==> config.mk <==
export PLATFORM = sky130hd
export DESIGN_NAME = stq_ram
export DESIGN_NICKNAME = d
export VERILOG_FILES = /design/src/stq_ram.sv
export SDC_FILE = /design/constraint.sdc
export NUM_CORES = 1
export LEC_CHECK = 0
export CAP_MARGIN = 25
export CORE_MARGIN = 3
export CORE_UTILIZATION = 35
export CTS_BUF_LIST = sky130_fd_sc_hd__clkbuf_8
export DETAILED_ROUTE_END_ITERATION = 10
export DONT_BUFFER_PORTS = 1
export PLACE_DENSITY = 0.48
export SYNTH_ARGS = -nofsm -noshare
export SYNTH_HDL_FRONTEND = slang
export SYNTH_SLANG_ARGS = --single-unit
==> constraint.sdc <==
create_clock -name clk -period 3.75 [get_ports clk]
set_clock_uncertainty 0.05 [all_clocks]
set_input_delay 0.5625 -clock clk [delete_from_list [all_inputs] [get_ports clk]]
set_output_delay 0.5625 -clock clk [all_outputs]
set_load 0.005 [all_outputs]
==> src/stq_ram.sv <==
`timescale 1ns / 1ps
`default_nettype none
// ----------------------------------------------------------------------------
// stq_ram
// generic single write, single registered read memory
// ----------------------------------------------------------------------------
module stq_ram #(
  parameter int unsigned WIDTH = 32,
  parameter int unsigned DEPTH = 32
) (
  input  wire logic                     clk,
  input  wire logic                     we,
  input  wire logic [$clog2(DEPTH)-1:0] waddr,
  input  wire logic [WIDTH-1:0]         wdata,
  input  wire logic [$clog2(DEPTH)-1:0] raddr,
  output logic      [WIDTH-1:0]         rdata
);
  logic [WIDTH-1:0] mem [DEPTH];

  always_ff @(posedge clk) begin
    if (we) begin
      mem[waddr] <= wdata;
    end
    rdata <= mem[raddr];
  end
endmodule
`default_nettype wire

==> reports/metrics.json <==
{
  "outcome": {"value": "finished, violations left"},
  "failed_checks": {"value": "slew limit, setup timing"},
  "max-vdd-ir-drop": {"value": 0.000306, "unit": "V"},
  "placed_area": {"value": 42400, "unit": "µm²"},
  "post-dp-hpwl": {"value": 64.8, "unit": "mm"},
  "tightest_slew_margin_relative_to_the_limit": {"value": -1.97},
  "clock_insertion_delay_at_the_later_pin_of_the_skew_report": {"value": 830, "unit": "ps"},
  "post_cts.resized_instances": {"value": 0},
  "synthDominantAreaCellType": {"value": "edfxtp_1"},
  "post_drt_wl_per_cell": {"value": 28.0, "unit": "µm"},
  "arrival_time_at_the_worst_endpoint": {"value": 4770, "unit": "ps"},
  "r2r-end": {"value": "rdata[14]"},
  "htree_num_levels": {"value": 4},
  "post_synth.cell_area_avg": {"value": 17.9, "unit": "µm²"},
  "ff2ff_path_depth": {"value": 5},
  "crit_type": {"value": "input pin to flip-flop"},
  "cap_violations": {"value": 0},
  "die_area": {"value": 120000, "unit": "µm²"},
  "yosys.area.top_type_share": {"value": 0.760},
  "groute.usage.overall": {"value": 0.189},
  "peak_freq": {"value": 240, "unit": "MHz"},
  "die_h": {"value": 346, "unit": "µm"},
  "routed-via-count": {"value": 21400},
  "post-place-ws": {"value": 788, "unit": "ps"},
  "io_pins": {"value": 76},
  "cts_post_setup_buffers_inserted": {"value": 0},
  "cpLargestDelayFamily": {"value": "multiplexers"},
  "grt_pass1_wl": {"value": 163, "unit": "mm"},
  "finalNetCount": {"value": 2475},
  "cells_after_synthesis": {"value": 2260},
  "first_iter_violations": {"value": 2049},
  "grt_start_max_net_pins": {"value": 513},
  "hold_path_end": {"value": "rdata[8]"},
  "floorplan.core_area": {"value": 115000, "unit": "µm²"},
  "clock_sinks": {"value": 1056},
  "synth-edff-count": {"value": 1024},
  "cp.buffers_inverters": {"value": 0},
  "synth_area_leaders": {"value": "edfxtp_1 76%, mux2i_1 13%, a22oi_1 1.8%"},
  "grt_antenna_before_repair": {"value": 6},
  "dominantRegCellSynth": {"value": "edfxtp_1"},
  "firstDrtPassIters": {"value": 5},
  "finalWorstPathRequiredPeriod": {"value": 4170, "unit": "ps"},
  "seq_cells_post_synth": {"value": 1056},
  "hold_depth": {"value": 4},
  "via_per_inst": {"value": 5.23},
  "netlist-cell-type-count": {"value": 25},
  "place.port_buffers": {"value": 0},
  "register_clock_pin_slew_on_the_reported_worst_setup_and_hold_paths": {"value": 60, "unit": "ps"},
  "syn_to_final_growth": {"value": 14.9, "unit": "%"},
  "routed_wl": {"value": 115, "unit": "mm"},
  "floorplan.rows": {"value": 124},
  "drive_gt1_frac": {"value": 0.129},
  "fin_ws": {"value": -419, "unit": "ps"},
  "max_stage_delay": {"value": 1030, "unit": "ps"},
  "timing.rr.start": {"value": "mem[5][14]"},
  "cts-root-to-sink-buffers": {"value": 3},
  "timing.critical_path.required": {"value": 4350, "unit": "ps"},
  "final_antenna_net_count": {"value": 0},
  "synth-async-reset-ratio": {"value": 0},
  "final_hold_viol_count": {"value": 0},
  "layout_worst_path_cycle_share": {"value": 1.11},
  "min-delay-start": {"value": "raddr[1]"},
  "timing.critical_path.from_type": {"value": "input pin"},
  "critPathSlowestCell": {"value": "mux2i_1"},
  "tritoncts_buffer_count": {"value": 175},
  "syn-cell-area": {"value": 40500, "unit": "µm²"},
  "layout.cell_area.non_filler": {"value": 46500, "unit": "µm²"},
  "hold_path_class": {"value": "input pin to flip-flop"},
  "gp_routability_congestion": {"value": 0.814},
  "finalMaxSlewViolations": {"value": 420},
  "cellPowerDensity": {"value": 506, "unit": "nW/µm²"},
  "setup_repair_after_global_routing_missed_its_margin": {"value": "no"},
  "drc": {"value": 0},
  "nFillCells": {"value": 10300},
  "critical_path_peak_fanout": {"value": 512},
  "critical_path.cell_chain": {"value": "mux2i_1 -> a22oi_1 -> a31oi_1 -> nand3_1"},
  "cts-root-buf": {"value": "clkbuf_8"},
  "floorplan.initialDensity": {"value": 0.354},
  "sequential_share_of_the_synthesized_area": {"value": 0.775},
  "die_x": {"value": 346, "unit": "µm"},
  "number_of_nets_in_the_synthesized_netlist": {"value": 2304},
  "vias_in_the_first_global_route": {"value": 21500},
  "ys.warnings.count": {"value": 0},
  "p_leak": {"value": 16.2, "unit": "nW"},
  "timing_worst_slew_pin_value": {"value": 4450, "unit": "ps"},
  "worst_setup_path_end_kind": {"value": "flip-flop"},
  "cts_tree": {"value": "done"},
  "timing.final.setup_violations": {"value": 8},
  "grt_overflow_total": {"value": 0},
  "reg2reg_slack": {"value": 1860, "unit": "ps"}
}
-- per-layer routing --
| metal | GRT usage | vias to the layer above | part of all wire |
|---|---|---|---|
| met4 | 0.0567 | 2 | 0.023 |
| met5 | 0 | - | 0.00011 |
| met2 | 0.281 | 695 | 0.44 |
| met1 | 0.271 | 11100 | 0.46 |
| met3 | 0.0500 | 161 | 0.070 |
| li1 | - | 9384 | - |
-- timing repair --
| action | CTS | global route |
|---|---|---|
| endpoints found under the setup margin | 0 | 0 |
| endpoints found under the hold margin | 1025 | 0 |
| hold buffers | 66 | 0 |
-- how the worst max path moves through the flow --
stage	endpoint	start	slack [ps]	cells after the start
floorplan	mem[12][0]	waddr[1]	700	3
global placement	rdata[14]	raddr[2]	820	6
detailed placement	rdata[14]	raddr[2]	790	6
CTS	rdata[14]	raddr[2]	1310	7
global route	rdata[14]	raddr[2]	1140	7
finish	rdata[14]	raddr[0]	-420	4
-- registers in the layout, summed over array words and instances (netlist names) --
name and flops:
rdata 32, mem 1024
-- worst min-delay path, cell delays in order --
cell and delay [ps]:
nor2_4 100, nand2_1 90, a31oi_1 90, nand3_1 70
-- Yosys cell counts, types with 33 or more instances --
cell         n
a21oi_1     96
clkbuf_1    46
nor2_1      34
nand2_1     98
a22o_1      64
a22oi_1     96
mux2i_1    512
edfxtp_1  1024
nand3_1     98
buf_4       33
-- cell families after synthesis --
group | share of synthesized area
simple gates | 0.0310
flops | 0.775
compound gates | 0.0485
mux | 0.127
buf+inv | 0.0186
-- cells in the final DEF, fill, tap and decap left out, types with 46 or more instances in the layout --
cell      count
edfxtp_1   1024
mux2i_1     512
clkbuf_8    183
nand3_1      98
nand2_1      97
a22oi_1      96
a21oi_1      96
inv_1        76
a22o_1       64
buf_4        46
-- final cells by class --
cell class | count | area (µm²) | share of cell area
flip-flops and latches | 1056 | 31400 | 0.675
multi-input cells | 1077 | 8610 | 0.185
clock buffers | 183 | 2520 | 0.0541
well taps | 1512 | 1890 | 0.0407
repair buffers | 121 | 1510 | 0.0324
clock inverters | 137 | 582 | 0.0125
diodes | 6 | 15.0 | 0.000323
-- through the flow --
step,hold slack (ps),TNS [ps],total power [mW],utilization,std cells
after detailed placement,542,0,14.4,0.370,3700
after CTS,7.34,0,23.7,0.406,4086
final,88.0,-1070,23.6,0.406,4092
after global routing,79.6,0,24.4,0.406,4091
after global placement,536,0,14.4,0.370,3700
after floorplan,503,0,14.1,-,2260
-- report_power, final --
group	leakage [nW]	internal (mW)	switching [mW]
combinational	4.85	0.519	0.755
sequential	9.49	13.1	0.121
clock	1.84	4.51	4.53
total	16.2	18.2	5.41
(Power assumes the default switching activity.)
